==> src/dbh_pkg.sv <==
// ----------------------------------------------------------------------------
// dbh_pkg
// Shared types and constants for the debounce with hold duration block.
// ----------------------------------------------------------------------------
package dbh_pkg;

    localparam int MAX_CHANNELS = 12;
    localparam int TICK_W       = 8;
    localparam int STEPS_W      = 3;
    localparam int LEVELS_W     = MAX_CHANNELS;
    localparam int HOLDS_W      = MAX_CHANNELS * STEPS_W;

    localparam logic [STEPS_W-1:0] HOLD_MAX      = 3'b111;
    localparam logic [TICK_W-1:0]  STEP_QUARTERS = 8'd2;

    // per-channel state word kept in the state memory
    typedef struct packed {
        logic               armed;
        logic [TICK_W-1:0]  arm_time;
        logic               level;
        logic [STEPS_W-1:0] hold_steps;
        logic [TICK_W-1:0]  next_step_time;
    } t_entry;

endpackage

==> src/debounce_with_hold_duration.sv <==
// ----------------------------------------------------------------------------
// debounce_with_hold_duration
// Debounced active-low input bank with per-channel half-second hold counts.
//
// input channel: i_valid / o_ready carry one scan item (raw pin levels, 100 ms
//   tick, quarter-second tick). output channel: o_valid / i_ready carry one
//   result item per scan (changed flag, debounced levels, packed durations).
// per-channel state sits in a small memory; a sequencer walks the channels,
//   one read-modify-write per cycle while the pipeline advances, through a
//   read stage and an update stage; the result is written to the output
//   register when the last channel of the scan has been updated.
// the next scan is taken while the last channel of the current one is read,
//   so scans follow each other with no gap.
// reset (synchronous, active low) clears the written flags of the memory, so
//   every channel starts disarmed, off, with zero duration; no clearing pass.
// a stalled receiver holds the output register; the pipeline then freezes on
//   the last channel of the following scan and o_ready drops until it drains.
// ----------------------------------------------------------------------------
module debounce_with_hold_duration #(
    parameter int CHANNELS = 12
) (
    input  logic                          i_clk,
    input  logic                          i_rst_n,
    input  logic                          i_valid,
    output logic                          o_ready,
    input  logic [dbh_pkg::LEVELS_W-1:0]  i_raw_levels,
    input  logic [dbh_pkg::TICK_W-1:0]    i_tenth_tick,
    input  logic [dbh_pkg::TICK_W-1:0]    i_quarter_tick,
    output logic                          o_valid,
    input  logic                          i_ready,
    output logic                          o_changed,
    output logic [dbh_pkg::LEVELS_W-1:0]  o_levels,
    output logic [dbh_pkg::HOLDS_W-1:0]   o_hold_times
);
    import dbh_pkg::*;

    localparam int CH_W = (CHANNELS > 1) ? $clog2(CHANNELS) : 1;
    localparam logic [CH_W-1:0] LAST_CH = CH_W'(CHANNELS - 1);

    // scan item held for the whole channel walk
    logic [LEVELS_W-1:0] r_in_raw;
    logic [TICK_W-1:0]   r_in_tenth;
    logic [TICK_W-1:0]   r_in_quarter;

    // read stage: channel address presented to the memory
    logic                r_iss_v;
    logic [CH_W-1:0]     r_ch;

    // update stage: read data back, channel updated and written
    logic                r_b_v;
    logic [CH_W-1:0]     r_b_ch;
    logic                r_b_pin;
    logic [TICK_W-1:0]   r_b_tenth;
    logic [TICK_W-1:0]   r_b_quarter;
    logic                b_last;

    // partial result of the scan being walked
    logic                r_acc_changed;
    logic [LEVELS_W-1:0] r_acc_levels;
    logic [HOLDS_W-1:0]  r_acc_holds;
    logic                n_acc_changed;
    logic [LEVELS_W-1:0] n_acc_levels;
    logic [HOLDS_W-1:0]  n_acc_holds;

    // output register
    logic                r_o_valid;
    logic                r_o_changed;
    logic [LEVELS_W-1:0] r_o_levels;
    logic [HOLDS_W-1:0]  r_o_holds;

    logic                advance;
    logic                accept;
    logic                finish;
    t_entry              rd_entry;
    logic                rd_written;
    t_entry              wr_entry;
    logic                ch_send;

    assign b_last = (r_b_ch == LAST_CH);

    // the whole pipeline freezes only when a finished scan cannot leave
    assign advance = !(r_b_v && b_last && r_o_valid && !i_ready);
    assign finish  = r_b_v && b_last && advance;
    assign o_ready = advance && (!r_iss_v || (r_ch == LAST_CH));
    assign accept  = i_valid && o_ready;

    always_ff @(posedge i_clk) begin
        if (accept) begin
            r_in_raw     <= i_raw_levels;
            r_in_tenth   <= i_tenth_tick;
            r_in_quarter <= i_quarter_tick;
        end
    end

    // channel sequencer
    always_ff @(posedge i_clk) begin
        if (!i_rst_n) begin
            r_iss_v <= 1'b0;
            r_ch    <= '0;
        end else if (advance) begin
            if (accept) begin
                r_iss_v <= 1'b1;
                r_ch    <= '0;
            end else if (r_iss_v) begin
                if (r_ch == LAST_CH) begin
                    r_iss_v <= 1'b0;
                end else begin
                    r_ch <= r_ch + CH_W'(1);
                end
            end
        end
    end

    always_ff @(posedge i_clk) begin
        if (!i_rst_n) begin
            r_b_v <= 1'b0;
        end else if (advance) begin
            r_b_v <= r_iss_v;
        end
    end

    // tick values travel with the channel so the next scan can load behind it
    always_ff @(posedge i_clk) begin
        if (advance) begin
            r_b_ch      <= r_ch;
            r_b_pin     <= r_in_raw[r_ch];
            r_b_tenth   <= r_in_tenth;
            r_b_quarter <= r_in_quarter;
        end
    end

    dbh_entry_mem #(
        .CHANNELS (CHANNELS),
        .CH_W     (CH_W)
    ) u_mem (
        .i_clk        (i_clk),
        .i_rst_n      (i_rst_n),
        .i_rd_en      (advance && r_iss_v),
        .i_rd_addr    (r_ch),
        .o_rd_data    (rd_entry),
        .o_rd_written (rd_written),
        .i_wr_en      (advance && r_b_v),
        .i_wr_addr    (r_b_ch),
        .i_wr_data    (wr_entry)
    );

    dbh_chan_update u_upd (
        .i_entry    (rd_entry),
        .i_written  (rd_written),
        .i_pin_high (r_b_pin),
        .i_tenth    (r_b_tenth),
        .i_quarter  (r_b_quarter),
        .o_entry    (wr_entry),
        .o_send     (ch_send)
    );

    // place this channel's level and duration; channel 0 opens a fresh result
    always_comb begin
        logic first;
        first         = (r_b_ch == '0);
        n_acc_changed = (first ? 1'b0 : r_acc_changed) | ch_send;
        n_acc_levels  = first ? '0 : r_acc_levels;
        n_acc_holds   = first ? '0 : r_acc_holds;
        for (int i = 0; i < CHANNELS; i++) begin
            if (r_b_ch == CH_W'(i)) begin
                n_acc_levels[LEVELS_W-1-i] = wr_entry.level;
                n_acc_holds[HOLDS_W-1-STEPS_W*i -: STEPS_W] = wr_entry.hold_steps;
            end
        end
    end

    always_ff @(posedge i_clk) begin
        if (advance && r_b_v) begin
            r_acc_changed <= n_acc_changed;
            r_acc_levels  <= n_acc_levels;
            r_acc_holds   <= n_acc_holds;
        end
    end

    always_ff @(posedge i_clk) begin
        if (!i_rst_n) begin
            r_o_valid <= 1'b0;
        end else if (finish) begin
            r_o_valid <= 1'b1;
        end else if (i_ready) begin
            r_o_valid <= 1'b0;
        end
    end

    always_ff @(posedge i_clk) begin
        if (finish) begin
            r_o_changed <= n_acc_changed;
            r_o_levels  <= n_acc_levels;
            r_o_holds   <= n_acc_holds;
        end
    end

    assign o_valid      = r_o_valid;
    assign o_changed    = r_o_changed;
    assign o_levels     = r_o_levels;
    assign o_hold_times = r_o_holds;

`ifndef NO_ASSERTIONS
    // channels of a scan reach the update stage in order, one per advance
    a_ch_order: assert property (@(posedge i_clk) disable iff (!i_rst_n)
        (r_b_v && advance && !b_last) |=> (r_b_v && r_b_ch == $past(r_b_ch) + CH_W'(1)))
        else $error("update stage skipped or repeated a channel");

    // a frozen update stage keeps its channel
    a_stall_hold: assert property (@(posedge i_clk) disable iff (!i_rst_n)
        (r_b_v && !advance) |=> (r_b_v && $stable(r_b_ch)))
        else $error("update stage moved while stalled");

    // a finished scan never overwrites a result still waiting
    a_no_overwrite: assert property (@(posedge i_clk) disable iff (!i_rst_n)
        finish |-> (!r_o_valid || i_ready))
        else $error("result register overwritten");

    // a new scan is taken only when the sequencer is free or on its last channel
    a_accept_slot: assert property (@(posedge i_clk) disable iff (!i_rst_n)
        accept |-> (!r_iss_v || r_ch == LAST_CH))
        else $error("scan accepted mid-walk");
`endif

endmodule

==> src/dbh_entry_mem.sv <==
// ----------------------------------------------------------------------------
// dbh_entry_mem
// Per-channel state memory, registered read, write-to-read bypass.
// ----------------------------------------------------------------------------
module dbh_entry_mem #(
    parameter int CHANNELS = 12,
    parameter int CH_W     = 4
) (
    input  logic                  i_clk,
    input  logic                  i_rst_n,
    input  logic                  i_rd_en,
    input  logic [CH_W-1:0]       i_rd_addr,
    output dbh_pkg::t_entry       o_rd_data,
    output logic                  o_rd_written,
    input  logic                  i_wr_en,
    input  logic [CH_W-1:0]       i_wr_addr,
    input  dbh_pkg::t_entry       i_wr_data
);
    import dbh_pkg::*;

    t_entry              mem [CHANNELS];
    logic [CHANNELS-1:0] r_written;
    t_entry              r_rd_data;
    logic                r_rd_written;
    logic                bypass;

    // same entry written and read in one cycle: take the new word
    assign bypass = i_wr_en && (i_wr_addr == i_rd_addr);

    always_ff @(posedge i_clk) begin
        if (i_wr_en) begin
            mem[i_wr_addr] <= i_wr_data;
        end
    end

    always_ff @(posedge i_clk) begin
        if (i_rd_en) begin
            r_rd_data <= bypass ? i_wr_data : mem[i_rd_addr];
        end
    end

    always_ff @(posedge i_clk) begin
        if (!i_rst_n) begin
            r_written    <= '0;
            r_rd_written <= 1'b0;
        end else begin
            if (i_wr_en) begin
                r_written[i_wr_addr] <= 1'b1;
            end
            if (i_rd_en) begin
                r_rd_written <= bypass || r_written[i_rd_addr];
            end
        end
    end

    assign o_rd_data    = r_rd_data;
    assign o_rd_written = r_rd_written;

endmodule

==> src/dbh_chan_update.sv <==
// ----------------------------------------------------------------------------
// dbh_chan_update
// Debounce and hold-step update of one channel's state word.
// ----------------------------------------------------------------------------
module dbh_chan_update (
    input  dbh_pkg::t_entry                 i_entry,
    input  logic                            i_written,
    input  logic                            i_pin_high,
    input  logic [dbh_pkg::TICK_W-1:0]      i_tenth,
    input  logic [dbh_pkg::TICK_W-1:0]      i_quarter,
    output dbh_pkg::t_entry                 o_entry,
    output logic                            o_send
);
    import dbh_pkg::*;

    t_entry            cur;
    t_entry            upd;
    logic              on;
    logic              send;
    logic [TICK_W-1:0] next_time;

    // never-written entries read as the reset state
    always_comb begin
        cur = i_entry;
        if (!i_written) begin
            cur.armed      = 1'b0;
            cur.level      = 1'b0;
            cur.hold_steps = '0;
        end
    end

    always_comb begin
        upd       = cur;
        send      = 1'b0;
        next_time = i_quarter + STEP_QUARTERS;

        if (i_pin_high) begin
            on        = 1'b0;
            upd.armed = 1'b0;
        end else if (!cur.armed) begin
            upd.armed    = 1'b1;
            upd.arm_time = i_tenth;
            on           = 1'b0;
        end else if (cur.level) begin
            on = 1'b1;
        end else begin
            on = (cur.arm_time != i_tenth);
        end

        if (!on) begin
            send           = cur.level;
            upd.level      = 1'b0;
            upd.hold_steps = '0;
        end else begin
            if (!cur.level) begin
                // turn-on: fresh duration, first step two quarters ahead
                upd.hold_steps     = '0;
                upd.level          = 1'b1;
                upd.next_step_time = next_time;
                send               = 1'b1;
            end else if (cur.next_step_time == i_quarter) begin
                upd.next_step_time = next_time;
                if (cur.hold_steps != HOLD_MAX) begin
                    upd.hold_steps = cur.hold_steps + STEPS_W'(1);
                end
                send = 1'b1;
            end
        end
    end

    assign o_entry = upd;
    assign o_send  = send;

endmodule
==> config.mk <==
export PLATFORM = sky130hd
export DESIGN_NAME = debounce_with_hold_duration
export DESIGN_NICKNAME = d
export VERILOG_FILES = /design/src/dbh_pkg.sv /design/src/debounce_with_hold_duration.sv /design/src/dbh_entry_mem.sv /design/src/dbh_chan_update.sv
export SDC_FILE = /design/constraint.sdc
export NUM_CORES = 1
export LEC_CHECK = 0
export BUFFER_PORTS_ARGS = -buffer_cell sky130_fd_sc_hd__buf_2
export CAP_MARGIN = 20
export CORE_UTILIZATION = 35
export CTS_CLUSTER_SIZE = 8
export DETAILED_ROUTE_END_ITERATION = 12
export PLACE_DENSITY = 0.57
export SLEW_MARGIN = 20
export SYNTH_ARGS = -nofsm -noshare
export SYNTH_HDL_FRONTEND = slang
export SYNTH_SLANG_ARGS = --single-unit
==> constraint.sdc <==
create_clock -name i_clk -period 4.5 [get_ports i_clk]
set_input_delay 0.675 -clock i_clk [delete_from_list [all_inputs] [get_ports i_clk]]
set_output_delay 0.675 -clock i_clk [all_outputs]
set_load 0.05 [all_outputs]
==> results.toml <==
[outcome]
status = "complete, no violations"

[sta]
report.final.setup_viol = 0
total_negative_setup_slack_ns = 0
post-route-min-period_ns = 3.37
fin_ws_ns = 1.13
worst_clock_skew_ns = 0.0129
slew_violations = 0
worst_slew_pin_slew_ns = 1.05
post-route-period-util_pct = 74.8
maximum_clock_rate_mhz = 297
timing.slew.headroom_pct = 30.1
grt_setup_unrepaired = "false"
timing.final.hold_violations = 0

[worst_setup_path]
worst_ep_arrival_time_ns = 2.69
criticalPathCategory = "flip-flop to primary output"
worstReg2RegEnd = "u_mem.o_rd_data[5]"
worstReg2RegStart = "r_b_ch[1]"
cp-end-kind = "primary output"
timing.critical_path.required_ns = 3.83
worst_setup_path_start_kind = "flip-flop"
max_fo_critical_path = 15
reg2reg_slack_ns = 1.58
worst_setup_path_startpoint = "r_ch[1]"
r2r.worst_path.cells = 6

[floorplan]
initial_utilization_pct = 35.4
floorplan.die.width_um = 225
die_height_um = 225
fp.coreArea_sq_um = 49000
core_rows = 81
die-area_sq_um = 50400
boundaryPins = 83

[drt]
finalWirelength_mm = 38.5
detail_route.drc_violations = 0
detail_route.vias_per_cell = 5.06
iter_0_drt_violations = 743
drt-pass1-iter-count = 8
antenna_violating_nets_post_route = 0
route.vias.total = 8909
avgRoutedWirePerCell_um = 21.9

[worst_hold_path]
min_delay_path_depth = 1
worstHoldPathType = "primary input to flip-flop"
timing.hold.worst_endpoint = "r_in_raw[2]"
hold_path.startpoint = "i_raw_levels[2]"

[global_routing]
largest_net_degree_at_the_start_of_global_routing = 50
grt_util_all_layers_pct = 15.8
vias_in_the_first_global_route = 9205
grt_first_pass_wirelength_mm = 58.7
globalRoute.totalOverflow = 0
antenna_found_initial = 0

[power_and_ir_drop]
power_leakage_nw = 6.75
p_per_area_nw_per_um2 = 450
power.ir.vdd_worst_mv = 0.280

[synthesis]
synth_adder_area_share_pct = 0.216
synth-simple-area-share_pct = 4.58
yosys_register_bits = 440
dominantRegCellSynth = "sky130_fd_sc_hd__edfxtp_1"
largest_family_of_logic_cells_by_synthesized_area = "multiplexers"
area_of_the_mapped_netlist_sq_um = 17300
syn_avg_cell_area_sq_um = 18.6
ys_types = 53
post_synth_xor_area_fraction_pct = 1.41
complex_gate_fraction_of_the_synthesized_area_pct = 5.24
mappedNetlistNets = 969
synth.area.mux_share_pct = 12.0
postSynthCellCount = 934
synth_edf_count = 420
synthesis.yosys.warnings = 0
synth.yosys.seq_area_share_pct = 75.0
asyncSetResetFlopFracSynth_pct = 0

[cts]
clock_path_buffers = 3
tritoncts_buffer_count = 60
clk_transition_reported_paths_ns = 0.05
cts-hold-fix-buffers = 0
tritoncts_num_sinks = 440
cts.htree.levels = 2
post_cts_buffers = 0
insertion_delay_ns = 0.61
tritoncts_clock_tree = "yes"
cts_resized = 0
root_buf_cell = "sky130_fd_sc_hd__clkbuf_16"

[run]
max-cap-violations = 0

[placement]
globalplace.congestion = 0.788
post_place_setup_slack_ns = 1.53
placed_wire_length_estimate_after_detailed_placement_mm = 22.5
port-buffer-count = 82

[finish]
final_nets = 1092
final_layout_size_suffix_gt1_share_pct = 27.0
area_delta_synth_final_pct = 17.1
fillerInstances = 4345
post-route-util_pct = 41.5
num_antenna_cells = 0
metrics by stage:
step | instance area (sq um) | cells | total power, W | hold slack, ns
6_report | 20300 | 1759 | 0.00914 | 0.245
4_1_cts | 20300 | 1759 | 0.00925 | 0.206
5_1_grt | 20300 | 1759 | 0.00945 | 0.223
3_5_place_dp | 18600 | 1659 | 0.00515 | 0.452
2_1_floorplan | 17300 | 934 | 0.00501 | 0.400
3_3_place_gp | 18600 | 1659 | 0.00514 | 0.441
worst max-delay path, cell delays in order, from the launching register on:
cell,delay (ns)
sky130_fd_sc_hd__dfxtp_2,0.60
sky130_fd_sc_hd__buf_4,0.34
sky130_fd_sc_hd__ha_1,0.23
sky130_fd_sc_hd__nand3b_1,0.09
sky130_fd_sc_hd__and2_1,0.25
sky130_fd_sc_hd__nor2_1,0.25
sky130_fd_sc_hd__buf_2,0.32
report_power, final:
group          internal [W]  total (W)  switching, W  leakage [nW]
Clock               0.00248    0.00408       0.00160         0.804
Sequential          0.00461    0.00466     0.0000546          4.09
Combinational      0.000160   0.000400      0.000240          1.86
cell type report:
cell class | count | area, sq um | area share, %
clock buffers | 98 | 1670 | 8.20
multi-input cells | 438 | 4110 | 20.2
clock inverters | 2 | 17.5 | 0.0863
repair buffers | 107 | 623 | 3.07
well taps | 664 | 831 | 4.09
inverters | 10 | 37.5 | 0.185
flip-flops and latches | 440 | 13000 | 64.1
layer usage:
metal / global-route usage [%] / share of wire [%] / vias to the layer above / wire length [um]
li1: - / - / 3996 / -
met1: 21.7 / 45 / 4585 / 17300
met2: 24.8 / 48 / 254 / 18300
met3: 2.72 / 4.5 / 74 / 1740
met4: 6.34 / 2.8 / 0 / 1080
met5: 0 / 0 / - / 0
cells in the mapped netlist, drive strengths merged, types with 3 or more instances:
cell	n	area, sq um
a21boi	5	37.5
a21oi	16	91.3
a221o	8	80.1
a22o	15	131
a31oi	4	25.0
a32o	9	90.1
and2	8	50.1
and3	5	31.3
buf	22	140
clkbuf	24	90.1
dfxtp	20	400
edfxtp	420	12600
ha	3	37.5
inv	10	37.5
mux2	24	270
mux2i	25	250
mux4	69	1550
nand2	51	191
nand2b	4	25.0
nand3	11	60.1
nand3b	4	30.0
nor2	54	203
nor2b	7	43.8
nor3	5	25.0
nor4	4	58.8
o21a	13	97.6
o21ai	41	209
o31ai	7	57.6
o41ai	3	26.3
or2	3	18.8
or3	4	25.0
xnor2	9	86.3
xor2	18	158
state kept, by name (all words and copies together), names as in the netlist, 12 cells and up:
register,count
u_mem.mem,252
o_hold_times,36
r_acc_holds,36
u_mem.o_rd_data,21
o_levels,12
r_acc_levels,12
r_in_raw,12
u_mem.r_written,12
cells by family after synthesis:
logic type / after synthesis
compound gates: 127
xor+xnor: 27
mux: 118
flops: 440
buf+inv: 56
simple gates: 163
fa+ha+maj: 3
how the worst max path moves through the flow:
stage                              end
floorplan                    o_changed
global placement    u_mem.o_rd_data[5]
detailed placement  u_mem.o_rd_data[0]
CTS                            o_ready
global route                   o_ready
finish                         o_ready
cell usage in the layout, fill, tap and decap left out, types with 5 or more instances in the layout:
master                      synthesis  routed
sky130_fd_sc_hd__a21boi_0           5       5
sky130_fd_sc_hd__a21oi_1           15      15
sky130_fd_sc_hd__a221o_1            8       8
sky130_fd_sc_hd__a22o_1            15      15
sky130_fd_sc_hd__a32o_1             9       9
sky130_fd_sc_hd__and2_1             8       7
sky130_fd_sc_hd__and3_1             5       5
sky130_fd_sc_hd__buf_2             10      82
sky130_fd_sc_hd__buf_4              6      23
sky130_fd_sc_hd__clkbuf_1          24      37
sky130_fd_sc_hd__clkbuf_16          0      61
sky130_fd_sc_hd__dfxtp_1           20      17
sky130_fd_sc_hd__edfxtp_1         420     420
sky130_fd_sc_hd__inv_1              9       8
sky130_fd_sc_hd__mux2_2            24      24
sky130_fd_sc_hd__mux2i_1           25      25
sky130_fd_sc_hd__mux4_2            69      69
sky130_fd_sc_hd__nand2_1           51      51
sky130_fd_sc_hd__nand3_1           10      10
sky130_fd_sc_hd__nor2_1            54      43
sky130_fd_sc_hd__nor2_2             0       8
sky130_fd_sc_hd__nor2b_1            7       7
sky130_fd_sc_hd__o21a_1            13      13
sky130_fd_sc_hd__o21ai_0           34      34
sky130_fd_sc_hd__o21ai_1            6       6
sky130_fd_sc_hd__o31ai_1            6       6
sky130_fd_sc_hd__xnor2_1            8       8
sky130_fd_sc_hd__xor2_1            18      18
(Power assumes the default switching activity.)
